`config.mk`:
```
export PLATFORM = sky130hd
export DESIGN_NAME = flhm_ctrl
export DESIGN_NICKNAME = d
export VERILOG_FILES = /design/src/flhm_pkg.sv /design/src/flhm_ctrl.sv
export SDC_FILE = /design/constraint.sdc
export NUM_CORES = 1
export LEC_CHECK = 0
export ABC_AREA = 1
export BUFFER_PORTS_ARGS = -buffer_cell sky130_fd_sc_hd__buf_2
export CAP_MARGIN = 20
export CORE_AREA = 2 2 39 41
export CTS_BUF_LIST = sky130_fd_sc_hd__clkbuf_16
export CTS_CLUSTER_DIAMETER = 50
export DETAILED_ROUTE_END_ITERATION = 7
export DIE_AREA = 0 0 41 43
export MAX_ROUTING_LAYER = met4
export PLACE_DENSITY = 0.67
export SYNTH_ARGS = -nofsm -noshare
export SYNTH_HDL_FRONTEND = slang
export SYNTH_SLANG_ARGS = --single-unit
```
`constraint.sdc`:
```
create_clock -name clk_i -period 2.15 [get_ports clk_i]
set_input_delay 0.215 -clock clk_i [delete_from_list [all_inputs] [get_ports clk_i]]
set_output_delay 0.215 -clock clk_i [all_outputs]
set_load 0.05 [all_outputs]
```
`src/flhm_pkg.sv`:
```
// Shared types and constants of the frame latency histogram monitor.
// Used by the controller, the datapath and the top level; no dependencies.
`timescale 1ns / 1ps

package flhm_pkg;

  // Field widths fixed by the item formats.
  localparam int KIND_W      = 3;
  localparam int TS_W        = 32;
  localparam int QUANT_W     = 10;
  localparam int BIN_FIELD_W = 11;
  localparam int COUNT_W     = 32;
  localparam int SUM_W       = 48;
  localparam int HIST_W      = 32;

  // Quantile in thousandths after reset (95 percent).
  localparam logic [QUANT_W-1:0] QUANT_RESET = 10'd950;

  // Event kinds.
  localparam logic [KIND_W-1:0] KIND_RESTART = 3'd0;
  localparam logic [KIND_W-1:0] KIND_BEGIN   = 3'd1;
  localparam logic [KIND_W-1:0] KIND_FINISH  = 3'd2;
  localparam logic [KIND_W-1:0] KIND_REPORT  = 3'd3;
  localparam logic [KIND_W-1:0] KIND_STOP    = 3'd4;

  typedef struct packed {
    logic [KIND_W-1:0] kind;
    logic [TS_W-1:0]   timestamp_us;
  } in_item_t;

  typedef struct packed {
    logic [BIN_FIELD_W-1:0] latency_quantile_bin;
    logic [BIN_FIELD_W-1:0] period_quantile_bin;
    logic [COUNT_W-1:0]     frames_completed;
    logic [COUNT_W-1:0]     periods_counted;
    logic [SUM_W-1:0]       period_total_us;
  } out_item_t;

  // Commands from the controller to the datapath.
  typedef struct packed {
    logic accept;      // input transfer this cycle
    logic clr_step;    // write zero to both histograms at the sweep address
    logic div_load;    // start both bin divisions, update period totals
    logic bin_write;   // write back the incremented bins
    logic walk_setup;  // compute quantile targets, clear accumulators
    logic walk_step;   // read both histograms at the sweep address
    logic out_load;    // load the result register
  } ctrl_cmd_t;

  // Status from the datapath to the controller.
  typedef struct packed {
    logic running;
    logic frame_open;
    logic sweep_last;
    logic div_busy;
    logic walk_busy;
    logic out_free;
  } ctrl_status_t;

endpackage

```
`src/flhm_ctrl.sv`:
```
// Controller state machine of the monitor: sequences clearing, binning,
// the quantile walk and the result transfer. Depends on flhm_pkg.
`timescale 1ns / 1ps

module flhm_ctrl import flhm_pkg::*; (
  input  logic              clk_i,
  input  logic              rst_ni,
  input  logic              in_valid_i,
  input  logic [KIND_W-1:0] in_kind_i,
  input  ctrl_status_t      status_i,
  output logic              in_stall_o,
  output ctrl_cmd_t         cmd_o
);

  localparam logic [3:0] ST_CLEAR  = 4'd0;
  localparam logic [3:0] ST_IDLE   = 4'd1;
  localparam logic [3:0] ST_LOAD   = 4'd2;
  localparam logic [3:0] ST_DIV    = 4'd3;
  localparam logic [3:0] ST_READ   = 4'd4;
  localparam logic [3:0] ST_WRITE  = 4'd5;
  localparam logic [3:0] ST_WSETUP = 4'd6;
  localparam logic [3:0] ST_WALK   = 4'd7;
  localparam logic [3:0] ST_DRAIN  = 4'd8;
  localparam logic [3:0] ST_DONE   = 4'd9;

  logic [3:0] state_q, state_d;
  logic       stop_q, stop_d;
  logic       fin_ok;

  assign fin_ok     = status_i.running & status_i.frame_open;
  assign in_stall_o = (state_q != ST_IDLE);

  // Next state and commands.
  always_comb begin
    state_d = state_q;
    stop_d  = stop_q;
    cmd_o   = '0;
    case (state_q)
      ST_CLEAR: begin
        cmd_o.clr_step = 1'b1;
        if (status_i.sweep_last) begin
          state_d = ST_IDLE;
        end
      end
      ST_IDLE: begin
        if (in_valid_i) begin
          cmd_o.accept = 1'b1;
          stop_d       = (in_kind_i == KIND_STOP);
          case (in_kind_i)
            KIND_RESTART: state_d = ST_CLEAR;
            KIND_FINISH:  state_d = fin_ok ? ST_LOAD : ST_IDLE;
            KIND_REPORT:  state_d = ST_WSETUP;
            KIND_STOP:    state_d = fin_ok ? ST_LOAD : ST_WSETUP;
            default:      state_d = ST_IDLE;
          endcase
        end
      end
      ST_LOAD: begin
        cmd_o.div_load = 1'b1;
        state_d        = ST_DIV;
      end
      ST_DIV: begin
        if (!status_i.div_busy) begin
          state_d = ST_READ;
        end
      end
      ST_READ: begin
        state_d = ST_WRITE;
      end
      ST_WRITE: begin
        cmd_o.bin_write = 1'b1;
        state_d         = stop_q ? ST_WSETUP : ST_IDLE;
      end
      ST_WSETUP: begin
        cmd_o.walk_setup = 1'b1;
        state_d          = ST_WALK;
      end
      ST_WALK: begin
        cmd_o.walk_step = 1'b1;
        if (status_i.sweep_last) begin
          state_d = ST_DRAIN;
        end
      end
      ST_DRAIN: begin
        if (!status_i.walk_busy) begin
          state_d = ST_DONE;
        end
      end
      ST_DONE: begin
        if (status_i.out_free) begin
          cmd_o.out_load = 1'b1;
          state_d        = ST_IDLE;
        end
      end
      default: begin
        state_d = ST_IDLE;
      end
    endcase
  end

  always_ff @(posedge clk_i or negedge rst_ni) begin
    if (!rst_ni) begin
      state_q <= ST_CLEAR;
      stop_q  <= 1'b0;
    end else begin
      state_q <= state_d;
      stop_q  <= stop_d;
    end
  end

endmodule

```
==> report_table.html, run 1 <==
<table>
<tr><th>Metric</th><th>Value</th></tr>
<tr><th colspan="2">Outcome</th></tr>
<tr><td>Run status</td><td>finished clean</td></tr>
<tr><th colspan="2">Cells and area</th></tr>
<tr><td>Signed area change from the synthesized netlist to the final layout</td><td>38.9%</td></tr>
<tr><td>Share of final-layout standard cells stronger than drive strength 1</td><td>a little over a third</td></tr>
<tr><td>Post-layout instance count excluding filler cells</td><td>~140</td></tr>
<tr><td>Final design utilization</td><td>about 54%</td></tr>
<tr><td>Count of nets after finishing</td><td>about 130</td></tr>
<tr><td>Number of diodes added for antenna fixing</td><td>0</td></tr>
<tr><th colspan="2">Synthesis</th></tr>
<tr><td>Mapped Nets</td><td>about 110</td></tr>
<tr><td>Most area-hungry cell type in the Yosys netlist</td><td>sky130_fd_sc_hd__dfrtp_1</td></tr>
<tr><td>Xor/xnor share of the synthesized area</td><td>0%</td></tr>
<tr><td>Number of warnings issued by yosys</td><td>0</td></tr>
<tr><td>Fraction of the mapped netlist area in compound gates</td><td>2.31%</td></tr>
<tr><td>Number of synthesized register bits</td><td>5</td></tr>
<tr><td>Multiplexer share of the synthesized area</td><td>about 2.1%</td></tr>
<tr><td>Syn avg cell area</td><td>around 5.7 um2</td></tr>
<tr><td>Count of different cell masters after synthesis</td><td>15</td></tr>
<tr><td>Portion of the post-synthesis area used by sequential elements</td><td>a little under a quarter</td></tr>
<tr><td>Combinational family with the most area after synthesis</td><td>simple AND/OR/NAND/NOR gates</td></tr>
<tr><td>Adder-cell share of the synthesized area</td><td>0%</td></tr>
<tr><td>Cell area after synthesis</td><td>roughly 540 um2</td></tr>
<tr><td>Portion of synthesized cell area occupied by the leading cell type</td><td>a little under a quarter</td></tr>
<tr><td>Area fraction in and, or, nand and nor cells after synthesis</td><td>between 60% and 70%</td></tr>
<tr><td>Post-Synthesis Cells</td><td>95</td></tr>
<tr><td>Top cells by area in the synthesized netlist</td><td>sky130_fd_sc_hd__dfrtp_1, sky130_fd_sc_hd__nand2_1, sky130_fd_sc_hd__nand2_2</td></tr>
<tr><th colspan="2">Die</th></tr>
<tr><td>Horizontal extent of the die</td><td>roughly 40 um</td></tr>
<tr><td>Die Height</td><td>between 40 and 50 um</td></tr>
<tr><td>CORE AREA</td><td>roughly 1400 um2</td></tr>
<tr><td>Count of standard-cell rows</td><td>14</td></tr>
<tr><td>I/O pin count</td><td>20</td></tr>
<tr><td>Initial core utilization</td><td>just under 40%</td></tr>
<tr><td>Total Die Area</td><td>~1800 um2</td></tr>
<tr><th colspan="2">Critical path</th></tr>
<tr><td>Highest net fanout along the worst path</td><td>5</td></tr>
<tr><td>FF-to-FF End</td><td>stop_q</td></tr>
<tr><td>Critical path required time</td><td>about 1900 ps</td></tr>
<tr><td>Startpoint type of the worst setup path</td><td>register</td></tr>
<tr><td>Biggest cell delay along the critical path</td><td>around 430 ps</td></tr>
<tr><td>Crit Path Category</td><td>reg -&gt; out</td></tr>
<tr><td>Startpoint of the lowest-slack register-to-register path</td><td>state_q[2]</td></tr>
<tr><td>Critical path cell sequence</td><td>nor2_1 &gt; nand2_2 &gt; nor2_2 &gt; buf_2</td></tr>
<tr><td>Cell at the slowest stage of the critical path</td><td>sky130_fd_sc_hd__dfrtp_1</td></tr>
<tr><td>Number of cells on the worst reg-to-reg path</td><td>4</td></tr>
<tr><td>Worst Setup End Kind</td><td>primary output</td></tr>
<tr><td>R2r setup slk</td><td>about 800 ps</td></tr>
<tr><td>Critical Path AT</td><td>1400 ps</td></tr>
<tr><th colspan="2">Route</th></tr>
<tr><td>Wire length on met2</td><td>about 600 um</td></tr>
<tr><td>Final wirelength</td><td>~1200 um</td></tr>
<tr><td>Detailed-routing iteration count for the pre-antenna-repair pass</td><td>4</td></tr>
<tr><td>Sum of routed wire segments on met1</td><td>573 um</td></tr>
<tr><td>DR vias/cell</td><td>4.46</td></tr>
<tr><td>DRC marker count from the first detailed-route iteration</td><td>8</td></tr>
<tr><td>Residual antenna-violating net count after detailed routing</td><td>0</td></tr>
<tr><td>Top metal layer carrying routed signals</td><td>met3</td></tr>
<tr><td># DRC</td><td>0</td></tr>
<tr><td>Met3 wire len</td><td>around 31 um</td></tr>
<tr><td>Post-detailed-route wirelength per cell</td><td>around 8.9 um</td></tr>
<tr><td>Via count</td><td>602</td></tr>
<tr><th colspan="2">Clock tree</th></tr>
<tr><td>Clk root buf</td><td>sky130_fd_sc_hd__clkbuf_16</td></tr>
<tr><td>H-tree depth</td><td>1</td></tr>
<tr><td>TritonCTS sink count</td><td>5</td></tr>
<tr><td>Clock tree from TritonCTS</td><td>done</td></tr>
<tr><td>Clk_lat worst skew</td><td>around 220 ps</td></tr>
<tr><td>Largest buffer count on any clock path</td><td>2</td></tr>
<tr><td>Num CTS Buffers</td><td>3</td></tr>
<tr><td>Clock edge transition at the registers on the reported setup and hold paths</td><td>approximately 30 ps</td></tr>
<tr><th colspan="2">Placement</th></tr>
<tr><td>Final weighted congestion in routability-driven placement</td><td>between 0.8 and 0.9</td></tr>
<tr><td>Cells after DPL</td><td>between 100 and 150</td></tr>
<tr><td>Input/output buffers</td><td>19</td></tr>
<tr><td>DP Wirelength</td><td>a little over 1000 um</td></tr>
<tr><th colspan="2">Global route</th></tr>
<tr><td>Pin count of the biggest net entering global routing</td><td>8</td></tr>
<tr><td>Aggregate global-route resource usage</td><td>around 17%</td></tr>
<tr><td>Wire length of the first global-routing pass</td><td>around 2100 um</td></tr>
<tr><td>Number of antenna violations at the first check in global routing</td><td>0</td></tr>
<tr><td>Overflow left after global routing</td><td>0</td></tr>
<tr><td>Vias in the first global route</td><td>between 500 and 600</td></tr>
<tr><th colspan="2">STA</th></tr>
<tr><td>Worst slew slack as a fraction of its limit</td><td>roughly 83%</td></tr>
<tr><td>Highest attainable clock frequency</td><td>about 620 MHz</td></tr>
<tr><td>RSZ-0062 raised after global routing</td><td>no</td></tr>
<tr><td>Largest clock skew in the final design</td><td>a little over 0.1 ps</td></tr>
<tr><td>Period Utilization, post-route</td><td>between 70% and 80%</td></tr>
<tr><td>Final hold violations</td><td>0</td></tr>
<tr><td>Final critical delay including setup and external delays</td><td>~1600 ps</td></tr>
<tr><td>Total Negative Setup Slacks</td><td>0 ps</td></tr>
<tr><td>Final-report setup violation count</td><td>0</td></tr>
<tr><td>Number of max-slew violations in the final report</td><td>0</td></tr>
<tr><td>Measured slew at the worst slew-check pin</td><td>about 260 ps</td></tr>
<tr><th colspan="2">Worst hold path</th></tr>
<tr><td>Worst hold path stage count</td><td>4</td></tr>
<tr><td>Hold path startpoint</td><td>status_i[3]</td></tr>
<tr><td>Worst hold endpoint</td><td>state_q[2]</td></tr>
<tr><td>Min-delay worst type</td><td>in -&gt; reg</td></tr>
<tr><th colspan="2">Power</th></tr>
<tr><td>Maximum vdd ir drop</td><td>0.913 mV</td></tr>
<tr><td>Static leakage</td><td>between 0.4 and 0.5 nW</td></tr>
<tr><td>Power Density</td><td>around 1400 nW/um2</td></tr>
<tr><th colspan="2">Run</th></tr>
<tr><td>Max-cap viol count</td><td>0</td></tr>
</table>
[how the worst max path moves through the flow]
stage	end	cells after the start	from	slack (ps)
3_3_place_gp	cmd_o[6]	4	state_q[2]	790
6_report	cmd_o[6]	4	state_q[2]	530
3_5_place_dp	cmd_o[6]	4	state_q[2]	770
5_1_grt	cmd_o[6]	4	state_q[2]	430
4_1_cts	cmd_o[6]	4	state_q[2]	520
2_1_floorplan	cmd_o[4]	3	state_q[3]	240
[cell usage after synthesis]
cell type and number:
sky130_fd_sc_hd__nand3_1 10, sky130_fd_sc_hd__nor4_1 1, sky130_fd_sc_hd__nor2_4 1, sky130_fd_sc_hd__dfrtp_1 5, sky130_fd_sc_hd__nand2_2 9, sky130_fd_sc_hd__o21a_1 1
sky130_fd_sc_hd__and2_1 1, sky130_fd_sc_hd__nor3_1 2, sky130_fd_sc_hd__o21ai_0 1, sky130_fd_sc_hd__inv_2 3, sky130_fd_sc_hd__inv_1 14, sky130_fd_sc_hd__nor2_1 7
sky130_fd_sc_hd__nand2_1 33, sky130_fd_sc_hd__mux2_1 1, sky130_fd_sc_hd__nor2_2 6
[critical path, delay by kind of cell, from the launching register on]
family | cells | cell delay, ps
simple gates | 3 | 470
flops | 1 | 430
buf+inv | 1 | 270
[stage by stage]
stage               setup WS (ps)  total power, W  hold slack [ps]  instance area [um2]
finish                        534         0.00109              259                  751
global route                  431         0.00117              311                  751
CTS                           520         0.00110              261                  751
detailed placement            768        0.000791             32.7                  662
global placement              788        0.000789             32.4                  662
floorplan                     238        0.000667            -80.6                  547
[routing by layer]
layer  track usage (%)  vias to the layer above
li1                  -                      335
met1              19.6                      256
met2              30.0                       11
met3              1.57                        0
met4              6.00                        0
met5                 -                        -
[cells in the final DEF, fill, tap and decap left out, drive strengths merged, types with 2 or more instances in the layout]
cell    synthesis  final
buf             0     19
clkbuf          0      3
inv            17     18
nor3            2      2
dfrtp           5      5
nor2           14     14
nand3          10     10
nand2          42     42
[cell families (layout without fill, tap and decap cells)]
kind of cell	count (synthesis)	after routing
AO/OA/AOI/OAI	2	2
buffers and inverters	17	41
flip-flops	5	5
multiplexers	1	1
AND/OR/NAND/NOR	70	70
[flip-flops by register name, indices dropped and copies added (netlist names)]
name	flops
state_q	4
stop_q	1
[what timing repair did]
item                      4_1_cts  5_1_grt
hold endpoints to repair        5        0
resized for setup               0        0
setup buffers                   0        0
hold buffers                    1        0
[power breakdown]
part           internal [W]  leakage, nW  switching, W
clock network      0.000240       0.0423     0.0000560
logic              0.000180        0.374      0.000431
registers          0.000128       0.0657     0.0000512
total              0.000548        0.482      0.000538
[final cells by class]
class / count / area (um2)
Fill cell: 137 / 633
Multi-Input combinational cell: 73 / 358
Sequential cell: 5 / 125
Timing Repair Buffer: 20 / 105
Clock buffer: 3 / 75.1
Inverter: 17 / 63.8
Tap cell: 16 / 20.0
Clock inverter: 1 / 3.75
Note: power is estimated with default switching activity, not from simulation.
==> run 2: changes to the inputs <==
- ABC_AREA: 1 -> 0
- PLACE_DENSITY: 0.67 -> 0.61
- clock period: 2.15 -> 1.5 ns (I/O delays scaled with it)
==> report_table.html, run 2 <==
<table>
<tr><th>Metric</th><th>Value</th></tr>
<tr><th colspan="2">Outcome</th></tr>
<tr><td>Run status</td><td>complete, but fails checks</td></tr>
<tr><td>Failing checks</td><td>setup timing</td></tr>
<tr><th colspan="2">Power</th></tr>
<tr><td>Tot Pwr</td><td>0.00193 W (+78%)</td></tr>
<tr><td>Static leakage</td><td>0.405 nW (-16%)</td></tr>
<tr><td>Combinational Power Share</td><td>64.7% (+8.5 points)</td></tr>
<tr><td>Clk pwr share</td><td>22.6% (-4.7 points)</td></tr>
<tr><td>Switching part of the total</td><td>43.2% (-6.4 points)</td></tr>
<tr><td>Sequential group share of total power</td><td>12.7% (-3.8 points)</td></tr>
<tr><td>Maximum vdd ir drop</td><td>1.40 mV (+53%)</td></tr>
<tr><td>Power Density</td><td>2220 nW/um2 (+54%)</td></tr>
<tr><td>Net switching power figure</td><td>0.000834 W (+55%)</td></tr>
<tr><td>Internal Power</td><td>0.00110 W (+100%)</td></tr>
<tr><th colspan="2">STA</th></tr>
<tr><td>Final hold violations</td><td>0 (unchanged)</td></tr>
<tr><td>Final critical delay including setup and external delays</td><td>1570 ps</td></tr>
<tr><td>Largest clock skew in the final design</td><td>2.13 ps (+2.03 ps)</td></tr>
<tr><td>Minimum setup slack in the final design</td><td>-68.0 ps (-602 ps)</td></tr>
<tr><td>Number of max-slew violations in the final report</td><td>0 (unchanged)</td></tr>
<tr><td>Final-report setup violation count</td><td>4 (+4)</td></tr>
<tr><td>Period Utilization, post-route</td><td>105%</td></tr>
<tr><td>Measured slew at the worst slew-check pin</td><td>300 ps (+38.9 ps)</td></tr>
<tr><td>Highest attainable clock frequency</td><td>between 600 and 700 MHz</td></tr>
<tr><td>Total Negative Setup Slacks</td><td>-201 ps (-201 ps)</td></tr>
<tr><td>Worst slew slack as a fraction of its limit</td><td>79.7% (-2.9 points)</td></tr>
<tr><td>RSZ-0062 raised after global routing</td><td>yes</td></tr>
<tr><th colspan="2">Die</th></tr>
<tr><td>Horizontal extent of the die</td><td>41 um (unchanged)</td></tr>
<tr><td>Count of standard-cell rows</td><td>14 (unchanged)</td></tr>
<tr><td>CORE AREA</td><td>1380 um2 (unchanged)</td></tr>
<tr><td>Total Die Area</td><td>1760 um2 (unchanged)</td></tr>
<tr><td>Die Height</td><td>43 um (unchanged)</td></tr>
<tr><td>I/O pin count</td><td>20 (unchanged)</td></tr>
<tr><td>Initial core utilization</td><td>34.0% (-5.1 points)</td></tr>
<tr><th colspan="2">Cells and area</th></tr>
<tr><td>Share of final-layout standard cells stronger than drive strength 1</td><td>56.4% (+21 points)</td></tr>
<tr><td>Number of filler cells placed in the layout</td><td>117 (-15%)</td></tr>
<tr><td>Count of nets after finishing</td><td>107 (-19%)</td></tr>
<tr><td>Signed area change from the synthesized netlist to the final layout</td><td>84.8%</td></tr>
<tr><td>Non-Filler Cell Area, Final</td><td>870 um2 (+16%)</td></tr>
<tr><td>Register with the most flip-flops</td><td>state_q</td></tr>
<tr><td>Number of diodes added for antenna fixing</td><td>0 (unchanged)</td></tr>
<tr><td>Most common cell after layout, fill and taps aside</td><td>sky130_fd_sc_hd__buf_4</td></tr>
<tr><td>Most used cells in the layout excluding fill and tap cells</td><td>sky130_fd_sc_hd__buf_4, sky130_fd_sc_hd__buf_2, sky130_fd_sc_hd__nand2_1</td></tr>
<tr><td>Registers with the most flip-flops</td><td>state_q: 4 flops, stop_q: 1 flops</td></tr>
<tr><td>Final design utilization</td><td>62.8% (+8.6 points)</td></tr>
<tr><td>Area occupied by registers</td><td>125 um2 (unchanged)</td></tr>
<tr><td>Post-layout instance count excluding filler cells</td><td>110 (-19%)</td></tr>
<tr><td>Area occupied by multi-input gates</td><td>348 um2 (-2.8%)</td></tr>
<tr><td>Flip-flop count of the largest register, all copies and words added</td><td>4 (unchanged)</td></tr>
<tr><th colspan="2">Global route</th></tr>
<tr><td>Number of antenna violations at the first check in global routing</td><td>0 (unchanged)</td></tr>
<tr><td>Vias in the first global route</td><td>564 (-5.4%)</td></tr>
<tr><td>Wire length of the first global-routing pass</td><td>2380 um (+11%)</td></tr>
<tr><td>Pin count of the biggest net entering global routing</td><td>11 (+3)</td></tr>
<tr><td>Aggregate global-route resource usage</td><td>20.9% (+3.5 points)</td></tr>
<tr><td>Overflow left after global routing</td><td>0 (unchanged)</td></tr>
<tr><th colspan="2">Synthesis</th></tr>
<tr><td>Number of warnings issued by yosys</td><td>0 (unchanged)</td></tr>
<tr><td>Portion of synthesized cell area occupied by the leading cell type</td><td>26.6% (+3.4 points)</td></tr>
<tr><td>Count of different cell masters after synthesis</td><td>30 (+15)</td></tr>
<tr><td>Most area-hungry cell type in the Yosys netlist</td><td>sky130_fd_sc_hd__dfrtp_1</td></tr>
<tr><td>Fraction of the mapped netlist area in compound gates</td><td>24.5% (+22 points)</td></tr>
<tr><td>Top cells by area in the synthesized netlist</td><td>sky130_fd_sc_hd__dfrtp_1, sky130_fd_sc_hd__nand2_1, sky130_fd_sc_hd__o21ai_0</td></tr>
<tr><td>Combinational family with the most area after synthesis</td><td>simple AND/OR/NAND/NOR gates</td></tr>
<tr><td>Number of synthesized flops with an enable pin</td><td>0 (unchanged)</td></tr>
<tr><td>Post-synth top cells</td><td>sky130_fd_sc_hd__nand2_1, sky130_fd_sc_hd__nor2_1, sky130_fd_sc_hd__dfrtp_1, sky130_fd_sc_hd__o21ai_0, sky130_fd_sc_hd__inv_1</td></tr>
<tr><td>Share of flip-flops with an asynchronous set or reset after synthesis</td><td>100% (unchanged)</td></tr>
<tr><td>Post-Synthesis Cells</td><td>58 (-39%)</td></tr>
<tr><td>Most used standard cell by instance count after synthesis</td><td>sky130_fd_sc_hd__nand2_1</td></tr>
<tr><td>Mapped Nets</td><td>70 (-35%)</td></tr>
<tr><td>Portion of the post-synthesis area used by sequential elements</td><td>26.6% (+3.4 points)</td></tr>
<tr><td>Syn avg cell area</td><td>8.11 um2 (+43%)</td></tr>
<tr><td>Multiplexer share of the synthesized area</td><td>7.98% (+5.9 points)</td></tr>
<tr><td>Adder-cell share of the synthesized area</td><td>0% (unchanged)</td></tr>
<tr><td>Xor/xnor share of the synthesized area</td><td>0% (unchanged)</td></tr>
<tr><td>Cell area after synthesis</td><td>470 um2 (-13%)</td></tr>
<tr><td>Main flop type after synthesis</td><td>sky130_fd_sc_hd__dfrtp_1</td></tr>
<tr><td>Area fraction in and, or, nand and nor cells after synthesis</td><td>31.1% (-30 points)</td></tr>
<tr><td>Number of synthesized register bits</td><td>5 (unchanged)</td></tr>
<tr><th colspan="2">Critical path</th></tr>
<tr><td>Worst Setup End Kind</td><td>primary output</td></tr>
<tr><td>FF-to-FF End</td><td>state_q[0]</td></tr>
<tr><td>R2r setup slk</td><td>-50 ps (-850 ps)</td></tr>
<tr><td>Startpoint of the lowest-slack register-to-register path</td><td>state_q[3]</td></tr>
<tr><td>Number of cells on the worst reg-to-reg path</td><td>3 (-1)</td></tr>
<tr><td>Highest net fanout along the worst path</td><td>5 (unchanged)</td></tr>
<tr><td>Critical path startpoint</td><td>state_q[3]</td></tr>
<tr><td>Critical path required time</td><td>1350 ps (-580 ps)</td></tr>
<tr><td>Critical Path AT</td><td>1420 ps (+20 ps)</td></tr>
<tr><td>Startpoint type of the worst setup path</td><td>register</td></tr>
<tr><td>Crit Path Category</td><td>reg -&gt; out</td></tr>
<tr><th colspan="2">Placement</th></tr>
<tr><td>Cells after DPL</td><td>103 (-21%)</td></tr>
<tr><td>Input/output buffers</td><td>19 (unchanged)</td></tr>
<tr><td>DP Wirelength</td><td>1080 um (+4.6%)</td></tr>
<tr><td>Dpl cell area</td><td>694 um2 (+4.9%)</td></tr>
<tr><td>Final weighted congestion in routability-driven placement</td><td>0.827 (+1.1%)</td></tr>
<tr><th colspan="2">Route</th></tr>
<tr><td>Detailed-routing iteration count for the pre-antenna-repair pass</td><td>4 (unchanged)</td></tr>
<tr><td>Final wirelength</td><td>1440 um (+20%)</td></tr>
<tr><td># DRC</td><td>0 (unchanged)</td></tr>
<tr><td>DRC marker count from the first detailed-route iteration</td><td>8 (unchanged)</td></tr>
<tr><td>Via count</td><td>552 (-8.3%)</td></tr>
<tr><td>Residual antenna-violating net count after detailed routing</td><td>0 (unchanged)</td></tr>
<tr><td>Post-detailed-route wirelength per cell</td><td>13.1 um (+47%)</td></tr>
<tr><td>DR vias/cell</td><td>5.02 (+13%)</td></tr>
<tr><th colspan="2">Clock tree</th></tr>
<tr><td>H-tree depth</td><td>1 (unchanged)</td></tr>
<tr><td>Clk root buf</td><td>sky130_fd_sc_hd__clkbuf_16</td></tr>
<tr><td>Largest buffer count on any clock path</td><td>2 (unchanged)</td></tr>
<tr><td>Clock edge transition at the registers on the reported setup and hold paths</td><td>30 ps (about the same)</td></tr>
<tr><td>TritonCTS sink count</td><td>5 (unchanged)</td></tr>
<tr><td>Num CTS Buffers</td><td>3 (unchanged)</td></tr>
<tr><td>Clock tree from TritonCTS</td><td>done</td></tr>
<tr><td>Clk_lat worst skew</td><td>230 ps (about the same)</td></tr>
<tr><th colspan="2">Worst hold path</th></tr>
<tr><td>Min-delay worst type</td><td>in -&gt; reg</td></tr>
<tr><td>Worst hold path stage count</td><td>3 (-1)</td></tr>
<tr><td>Hold path startpoint</td><td>in_kind_i[2]</td></tr>
<tr><td>Worst hold endpoint</td><td>stop_q</td></tr>
<tr><th colspan="2">Run</th></tr>
<tr><td>Max-cap viol count</td><td>0 (unchanged)</td></tr>
</table>
## run 2: cell count changes in the layout (fill, tap and decap cells not counted), moves of 4 or more
cell / before / now
sky130_fd_sc_hd__nand2_1: 33 / 8
sky130_fd_sc_hd__inv_1: 15 / 4
sky130_fd_sc_hd__nand2_2: 9 / 0
sky130_fd_sc_hd__buf_4: 0 / 17
sky130_fd_sc_hd__nor2_1: 7 / 3
sky130_fd_sc_hd__buf_2: 19 / 12
sky130_fd_sc_hd__nor2_2: 6 / 1
sky130_fd_sc_hd__nand3_1: 10 / 1
## run 2: power by group through the flow
stage / Combinational (W) / Clock, W / Sequential [W]
after global routing: 0.00134 / 0.000454 / 0.000250
after floorplan: 0.000776 / 0 / 0.000222
after CTS: 0.00122 / 0.000441 / 0.000246
after global placement: 0.00106 / 0 / 0.000247
final: 0.00125 / 0.000436 / 0.000246
after detailed placement: 0.00108 / 0 / 0.000245
## run 2: area by class of cell
cell class              count  area share [%]
multi-input cells          44            40.0
flip-flops and latches      5            14.4
well taps                  16            2.30
clock inverters             1           0.432
inverters                   5            2.45
repair buffers             36            31.8
clock buffers               3            8.63
## run 2: metal layers
metal / vias to the layer above / wire [um] / track usage (%)
met5: - / 0 / -
met4: 0 / 9 / 4.00
li1: 276 / - / -
met1: 254 / 551 / 23.2
met2: 19 / 803 / 34.4
met3: 3 / 75 / 7.85
## run 2: cells by family (layout without fill, tap and decap cells)
logic type | Yosys count | in the layout
and+or+nand+nor | 27 | 27
muxes | 2 | 2
AOI/OAI and AO/OA | 15 | 15
DFF | 5 | 5
buffers and inverters | 9 | 45
## run 2: worst max path at each step
stage / endpoint / slack [ps]
floorplan: cmd_o[5] / -230
global placement: state_q[0] / -10
detailed placement: state_q[0] / -40
CTS: cmd_o[5] / -70
global route: cmd_o[6] / -110
finish: cmd_o[5] / -70
## run 2: through the flow
stage / hold WS (ps) / setup slack, ps
2_1_floorplan: -146 / -227
3_3_place_gp: -32.5 / -12.5
3_5_place_dp: -28.1 / -40.6
4_1_cts: 244 / -74.7
5_1_grt: 280 / -109
6_report: 252 / -68.0
## run 2: worst max-delay path, stage by stage, from the launching register on
cell and delay (ps):
sky130_fd_sc_hd__dfrtp_1 380, sky130_fd_sc_hd__buf_4 150, sky130_fd_sc_hd__buf_4 140, sky130_fd_sc_hd__buf_4 130, sky130_fd_sc_hd__nor4_2 140, sky130_fd_sc_hd__buf_4 240
## run 2: repair_timing
item,in CTS,in global routing
endpoints found under the setup margin,8,9
gates resized for setup,19,5
setup buffers,2,0
hold endpoints to repair,5,0
hold buffers,1,0
pin swaps,3,2
